<file path="src/rtl/core/i2cms_pkg.sv">
package i2cms_pkg;

  localparam logic [2:0] CMD_IDLE  = 3'd0;
  localparam logic [2:0] CMD_START = 3'd1;
  localparam logic [2:0] CMD_WRITE = 3'd2;
  localparam logic [2:0] CMD_READ  = 3'd3;
  localparam logic [2:0] CMD_STOP  = 3'd4;

  localparam logic [2:0] PHASE_A    = 3'd0;
  localparam logic [2:0] PHASE_B    = 3'd1;
  localparam logic [2:0] PHASE_C    = 3'd2;
  localparam logic [2:0] BYTE_LOW   = 3'd3;
  localparam logic [2:0] BYTE_HIGH  = 3'd4;

  localparam logic [3:0] LAST_SLOT  = 4'd8;
  localparam logic [3:0] LAST_DATA  = 4'd7;

  localparam logic [15:0] HALF_PERIOD_RESET = 16'd1000;

  typedef struct packed {
    logic [2:0] op;
    logic [6:0] target_addr;
    logic       read_request;
    logic [7:0] write_data;
    logic       master_nack;
    logic       sda_in;
  } i2cms_req_t;

  typedef struct packed {
    logic       scl_level;
    logic       sda_level;
    logic       sda_drive;
    logic       busy_res;
    logic       done_res;
    logic       ack_seen;
    logic [7:0] read_data;
  } i2cms_res_t;

  typedef struct packed {
    logic scl;
    logic sda;
    logic drv;
  } i2cms_pins_t;

endpackage

</file>
<file path="src/rtl/core/i2c_master_bit_sequencer_unit.sv">
// A request's result is registered, in the skid register when the output stalls.
// Throughput: one request per cycle while the skid is free; each is one bus tick with one result.
// A two-entry output stage (result register plus skid register) decouples the sides.
// Reset (rst, synchronous, active high) idles the sequencer, releases SCL and SDA high,
// and sets the half period to 1000 ticks.
module i2c_master_bit_sequencer_unit
  import i2cms_pkg::*;
(
  input  logic        clk,
  input  logic        rst,
  input  logic        cfg_write_en,
  input  logic [15:0] cfg_write_data,
  input  logic        in_valid,
  output logic        in_stall,
  input  i2cms_req_t  in_data,
  output logic        out_valid,
  input  logic        out_stall,
  output i2cms_res_t  out_data
);

  logic [15:0] half_period;
  logic [2:0]  command;
  logic [2:0]  phase;
  logic [3:0]  bit_index;
  logic [8:0]  shifter;
  logic [15:0] divider;
  logic        scl_reg;
  logic        sda_reg;
  logic        drv_reg;
  logic        ack_flag;
  logic [7:0]  rx_byte;

  logic [2:0]  command_next;
  logic [2:0]  phase_next;
  logic [3:0]  bit_index_next;
  logic [8:0]  shifter_next;
  logic [15:0] divider_next;
  logic        ack_flag_next;
  logic [7:0]  rx_byte_next;
  i2cms_pins_t pins_next;
  logic        done;

  logic        skid_valid;
  i2cms_res_t  skid_data;
  i2cms_res_t  result;
  logic        in_accept;
  logic        out_take;

  function automatic i2cms_pins_t show_segment(logic [2:0] cmd, logic [2:0] ph,
                                               logic [3:0] idx, logic top);
    i2cms_pins_t p;
    logic        d;
    if (ph == BYTE_LOW || ph == BYTE_HIGH) begin
      d = (cmd == CMD_READ) ? (idx == LAST_SLOT) : (idx < LAST_SLOT);
      p.scl = (ph == BYTE_HIGH);
      p.sda = d ? top : 1'b1;
      p.drv = d;
    end else if (cmd == CMD_START) begin
      p.scl = (ph != PHASE_A);
      p.sda = (ph != PHASE_C);
      p.drv = 1'b1;
    end else begin
      p.scl = (ph != PHASE_A);
      p.sda = (ph == PHASE_C);
      p.drv = 1'b1;
    end
    return p;
  endfunction

  assign in_stall  = skid_valid;
  assign in_accept = in_valid && !in_stall;
  assign out_take  = out_valid && !out_stall;

  always_comb begin
    logic [15:0] limit;
    logic [15:0] count;
    logic        fin;
    logic        show;
    command_next   = command;
    phase_next     = phase;
    bit_index_next = bit_index;
    shifter_next   = shifter;
    divider_next   = divider;
    ack_flag_next  = ack_flag;
    rx_byte_next   = rx_byte;
    fin            = 1'b0;
    show           = 1'b0;
    limit          = (half_period == 16'd0) ? 16'd1 : half_period;
    count          = divider + 16'd1;
    if (command == CMD_IDLE) begin
      if (in_data.op inside {[CMD_START:CMD_STOP]}) begin
        command_next   = in_data.op;
        phase_next     = PHASE_A;
        bit_index_next = 4'd0;
        divider_next   = 16'd0;
        show           = 1'b1;
        case (in_data.op)
          CMD_START: shifter_next = {in_data.target_addr, in_data.read_request, 1'b1};
          CMD_WRITE: begin
            shifter_next = {in_data.write_data, 1'b1};
            phase_next   = BYTE_LOW;
          end
          CMD_READ: begin
            shifter_next = {8'd0, in_data.master_nack};
            phase_next   = BYTE_LOW;
          end
          default: shifter_next = 9'd0;
        endcase
      end
    end else if (count >= limit) begin
      divider_next = 16'd0;
      if (phase == BYTE_LOW) begin
        phase_next = BYTE_HIGH;
      end else if (phase == BYTE_HIGH) begin
        if (command == CMD_READ) begin
          if (bit_index < LAST_SLOT) begin
            shifter_next = {shifter[7:0], in_data.sda_in};
            if (bit_index == LAST_DATA) begin
              rx_byte_next = {shifter[6:0], in_data.sda_in};
            end
          end
        end else if (bit_index == LAST_SLOT) begin
          ack_flag_next = !in_data.sda_in;
        end else begin
          shifter_next = {shifter[7:0], 1'b0};
        end
        if (bit_index >= LAST_SLOT) begin
          fin = 1'b1;
        end else begin
          bit_index_next = bit_index + 4'd1;
          phase_next     = BYTE_LOW;
        end
      end else if (phase < PHASE_C) begin
        phase_next = phase + 3'd1;
      end else if (command == CMD_START) begin
        phase_next     = BYTE_LOW;
        bit_index_next = 4'd0;
      end else begin
        fin = 1'b1;
      end
      if (fin) begin
        command_next   = CMD_IDLE;
        phase_next     = PHASE_A;
        bit_index_next = 4'd0;
      end else begin
        show = 1'b1;
      end
    end else begin
      divider_next = count;
    end
    done = fin;
    if (show) begin
      pins_next = show_segment(command_next, phase_next, bit_index_next, shifter_next[8]);
    end else begin
      pins_next = '{scl: scl_reg, sda: sda_reg, drv: drv_reg};
    end
  end

  always_comb begin
    result.scl_level = pins_next.scl;
    result.sda_level = pins_next.sda;
    result.sda_drive = pins_next.drv;
    result.busy_res  = (command_next != CMD_IDLE);
    result.done_res  = done;
    result.ack_seen  = ack_flag_next;
    result.read_data = rx_byte_next;
  end

  always_ff @(posedge clk) begin
    if (rst) begin
      half_period <= HALF_PERIOD_RESET;
    end else if (cfg_write_en) begin
      half_period <= cfg_write_data;
    end
  end

  always_ff @(posedge clk) begin
    if (rst) begin
      command   <= CMD_IDLE;
      phase     <= PHASE_A;
      bit_index <= 4'd0;
      shifter   <= 9'd0;
      divider   <= 16'd0;
      scl_reg   <= 1'b1;
      sda_reg   <= 1'b1;
      drv_reg   <= 1'b1;
      ack_flag  <= 1'b0;
      rx_byte   <= 8'd0;
    end else if (in_accept) begin
      command   <= command_next;
      phase     <= phase_next;
      bit_index <= bit_index_next;
      shifter   <= shifter_next;
      divider   <= divider_next;
      scl_reg   <= pins_next.scl;
      sda_reg   <= pins_next.sda;
      drv_reg   <= pins_next.drv;
      ack_flag  <= ack_flag_next;
      rx_byte   <= rx_byte_next;
    end
  end

  always_ff @(posedge clk) begin
    if (rst) begin
      out_valid  <= 1'b0;
      skid_valid <= 1'b0;
    end else if (!out_valid || out_take) begin
      if (skid_valid) begin
        out_valid  <= 1'b1;
        skid_valid <= in_accept;
      end else begin
        out_valid <= in_accept;
      end
    end else if (in_accept) begin
      skid_valid <= 1'b1;
    end
  end

  always_ff @(posedge clk) begin
    if (!out_valid || out_take) begin
      if (skid_valid) begin
        out_data  <= skid_data;
        skid_data <= result;
      end else begin
        out_data <= result;
      end
    end else if (in_accept) begin
      skid_data <= result;
    end
  end

`ifndef SYNTH
  // The skid register only fills behind a waiting result.
  a_skid_behind_out: assert property (@(posedge clk) disable iff (rst)
    skid_valid |-> out_valid)
    else $error("skid register holds a result while the output register is empty");

  // An idle sequencer always sits at the first phase with a cleared bit counter.
  a_idle_clean: assert property (@(posedge clk) disable iff (rst)
    (command == CMD_IDLE) |-> (phase == PHASE_A && bit_index == 4'd0))
    else $error("idle sequencer holds a stale phase or bit index");

  // The bit counter never runs past the acknowledge slot.
  a_bit_range: assert property (@(posedge clk) disable iff (rst)
    bit_index <= LAST_SLOT)
    else $error("bit index beyond the acknowledge slot");

  // A completed command leaves the sequencer idle.
  a_done_idle: assert property (@(posedge clk) disable iff (rst)
    (in_accept && done) |=> (command == CMD_IDLE))
    else $error("sequencer still busy after reporting done");
`endif

endmodule
</file>
<file path="config.mk">
export PLATFORM = sky130hd
export DESIGN_NAME = i2c_master_bit_sequencer_unit
export DESIGN_NICKNAME = d
export VERILOG_FILES = /design/src/rtl/core/i2cms_pkg.sv /design/src/rtl/core/i2c_master_bit_sequencer_unit.sv
export SDC_FILE = /design/constraint.sdc
export NUM_CORES = 1
export LEC_CHECK = 0
export BUFFER_PORTS_ARGS = -buffer_cell sky130_fd_sc_hd__buf_2
export CAP_MARGIN = 40
export CELL_PAD_IN_SITES_DETAIL_PLACEMENT = 0
export CELL_PAD_IN_SITES_GLOBAL_PLACEMENT = 1
export CORE_MARGIN = 2
export CORE_UTILIZATION = 49
export DETAILED_ROUTE_END_ITERATION = 7
export HOLD_SLACK_MARGIN = 0.1
export PLACE_DENSITY_LB_ADDON = 0.25
export SLEW_MARGIN = 20
export SYNTH_ARGS = -nofsm -noshare
export SYNTH_HDL_FRONTEND = slang
export SYNTH_SLANG_ARGS = --single-unit
</file>
<file path="constraint.sdc">
create_clock -name clk -period 9.71 [get_ports clk]
set_input_delay 1.4565 -clock clk [delete_from_list [all_inputs] [get_ports clk]]
set_output_delay 1.4565 -clock clk [all_outputs]
set_load 0.05 [all_outputs]
</file>
==> qor.txt <==
Yosys warning total - 0
Routed Antenna Nets - 0
Setup violations, final - 0
CP Max Fanout - 13
post-synthesis adder-cell area fraction - 0.05275
max_slew headroom - 0.4370
Final Slew Violations - 0
wire per inst - 17.19 µm
worst-case clock buffer depth - 2
clock latency on the worst-skew pair - 0.37 ns
Seq/Total Area, Yosys - 0.4105
setup TNS - 0 ns
crit end category - flop
Net count, final - 668
fin crit period - 4.947 ns
Fin. Hold Viols - 0
grt ovf - 0
total die area - 11490 µm²
TritonRoute pass-1 iters - 5
via/cell ratio - 5.811
post-synth top area share - 0.2493
Ports - 58
CTS tree - yes
Final GP Congestion - 0.9442
DRC Markers - 0
largest net degree at the start of global routing - 59
Yosys top cell by area - dfxtp_1
M3 GR Usage - 0.02736
Routed WL - 12810 µm
share of cells above drive strength 1 - 0.2135
ys flop type - dfxtp_1
Synth-to-Final Area Change - 11.82%
# port buffers - 57
Startpoint Class - flop
diode count - 0
post-DP HPWL - 9308 µm
commonest non-fill, non-tap cell in the layout - nor2_1
Async SR Flop Fraction - 0
CTS buffer count - 9
xor and xnor area share after synthesis - 0.02350
Yosys cell types - 66
RSZ-0062 raised after global routing - false
biggest registers after layout - divider: 16 flops, half_period: 16 flops
grt met1 use - 0.3289
DP Worst Slack - 4.883 ns
sequential share of power - 0.485
Internal - 0.6397 mW
Worst Setup Path Type - flop to flop
number of global-route vias before repair - 4131
initial DRC count - 263
busiest layer in global routing - met2
status - finished clean
register area - 2142 µm²
GRT Overall Usage - 0.2348
Switching Fraction - 0.2994
Global Route met2 Usage - 0.3743
Pleak - 2.482 nW
CTS Hold Bufs - 0
clock sinks - 93
Setup Buffers After CTS - 0
Initial Utilization - 0.5055
worst vdd ir - 0.00009066 V
max_cap viols - 0
period utilisation layout - 0.5095
reg2reg setup slack - 4.76 ns
Required @ worst endpoint - 9.91 ns
Fmax - 202.1 MHz
FP Rows - 37
first-pass GRT wire length - 21180 µm
multi-input logic area - 2846 µm²
routed via count - 4329
Mapped Area - 5219 µm²
net load switching power - 0.2734 mW
die width - 107.2 µm
largest family of logic cells by synthesized area - simple AND/OR/NAND/NOR gates
CTS resizes - 0
Clock Pin Slew Worst Setup and Hold Paths - 0.10 ns
Synth area leaders - dfxtp_1, edfxtp_1, ha_1
complex-gate fraction of the synthesized area - 0.1774
initial antenna violation count - 0
post-synthesis instance total - 561
FILL cells - 923
clock network fraction of total power - 0.327
net count after synthesis - 625
Slew @ Worst Pin - 0.8382 ns
Post-Synth Simple-Gate Area - 0.2218
Power Density - 156.5 nW/µm²
H-tree levels - 3
Worst Skew - 0.01257 ns
Hold Crit Class - flop to flop
PnR worst setup slack - 4.763 ns
Logic pwr share - 0.188
Avg Synthesized Cell Area - 9.303 µm²
EDFF count, synth - 28
post-synthesis mux area share - 0.07001
CP Data Arrival Time - 5.15 ns
die height - 107.2 µm
root buf cell - clkbuf_8
core area - 10320 µm²
#FFs+latches synth - 93
commonest cells after routing, fill and taps aside - nor2_1, dfxtp_1, buf_2, nand2_1, edfxtp_1
==> logic make-up after synthesis <==
family                     after synthesis
muxes                                   31
buffers and inverters                   56
AOI/OAI and AO/OA                      127
xor gates and xnor gates                14
and+or+nand+nor                        218
adders and majority gates               22
DFF                                     93
==> power by group through the flow <==
stage                     Sequential [mW]  Clock (mW)  Combinational [mW]
after floorplan                     0.472           0               0.102
after detailed placement            0.452           0               0.169
after global placement              0.451           0               0.166
after global routing                0.446       0.316               0.189
after CTS                           0.443       0.300               0.171
final                               0.443       0.299               0.171
==> per-layer routing <==
layer	vias up	wire length, µm	part of all wire
li1	2127	-	-
met5	-	0	0
met1	2053	6142	0.48
met4	0	230	0.018
met3	18	603	0.047
met2	131	5829	0.46
==> area by class of cell <==
| class | instances | share of cell area |
|---|---|---|
| Multi-Input combinational cell | 412 | 0.4878 |
| Sequential cell | 93 | 0.3671 |
| Timing Repair Buffer | 65 | 0.06111 |
| Clock buffer | 12 | 0.03045 |
| Tap cell | 136 | 0.02916 |
| Inverter | 23 | 0.01479 |
| Clock inverter | 4 | 0.009648 |
==> critical path, cell delays in order, from the launching register on <==
cell and delay (ns):
dfxtp_1 0.41, and3_1 0.21, and3_1 0.23, and3_1 0.24, and3_1 0.26, and3_1 0.22, nand3_1 0.11, xnor2_1 0.24
ha_1 0.29, a21o_1 0.19, a21o_1 0.20, a2111oi_4 0.46, and3_4 0.38, o21ai_1 0.11, a211oi_1 0.38, mux2_2 0.38
a22o_1 0.22, o31ai_1 0.23
==> through the flow <==
| step | utilization | instances | hold WS, ns | total power, mW | area (µm²) |
|---|---|---|---|---|---|
| 3_5_place_dp | 0.5419 | 728 | 0.4550 | 0.6213 | 5594 |
| 3_3_place_gp | 0.5393 | 726 | 0.4437 | 0.6168 | 5568 |
| 6_report | 0.5653 | 745 | 0.4758 | 0.9132 | 5836 |
| 5_1_grt | 0.5653 | 745 | 0.4797 | 0.9516 | 5836 |
| 4_1_cts | 0.5645 | 744 | 0.4738 | 0.9141 | 5828 |
| 2_1_floorplan | - | 561 | 0.4349 | 0.5740 | 5219 |
==> synthesized netlist by cell type, types with 5 or more instances <==
cell type	instances
o31ai_1	6
nand3_1	15
nor2b_1	15
xnor2_1	5
mux2_2	12
nand3b_1	8
xor2_1	9
a21oi_1	25
ha_1	22
a31oi_1	6
o21ai_0	18
nor2_1	66
a22o_1	9
nor2_2	8
a211oi_1	6
mux2_4	8
dfxtp_1	65
and3_1	12
nor3_2	9
nor3_1	18
a21o_1	6
inv_1	23
a22oi_1	10
clkbuf_1	23
edfxtp_1	28
or3_1	5
a221oi_1	7
o211ai_1	9
nand2_1	36
mux2i_1	11
==> path summary, 6_finish.rpt <==
path                                 from                      to  cells after the start
setup / recovery  divider[0]$_SDFFE_PP0P_  out_data[12]$_DFFE_PN_                     17
hold / removal       scl_reg$_SDFFE_PP1P_    scl_reg$_SDFFE_PP1P_                      2
setup reg to reg  divider[0]$_SDFFE_PP0P_  out_data[12]$_DFFE_PN_                     17
hold reg to reg      scl_reg$_SDFFE_PP1P_    scl_reg$_SDFFE_PP1P_                      2
(Power assumes the default switching activity.)
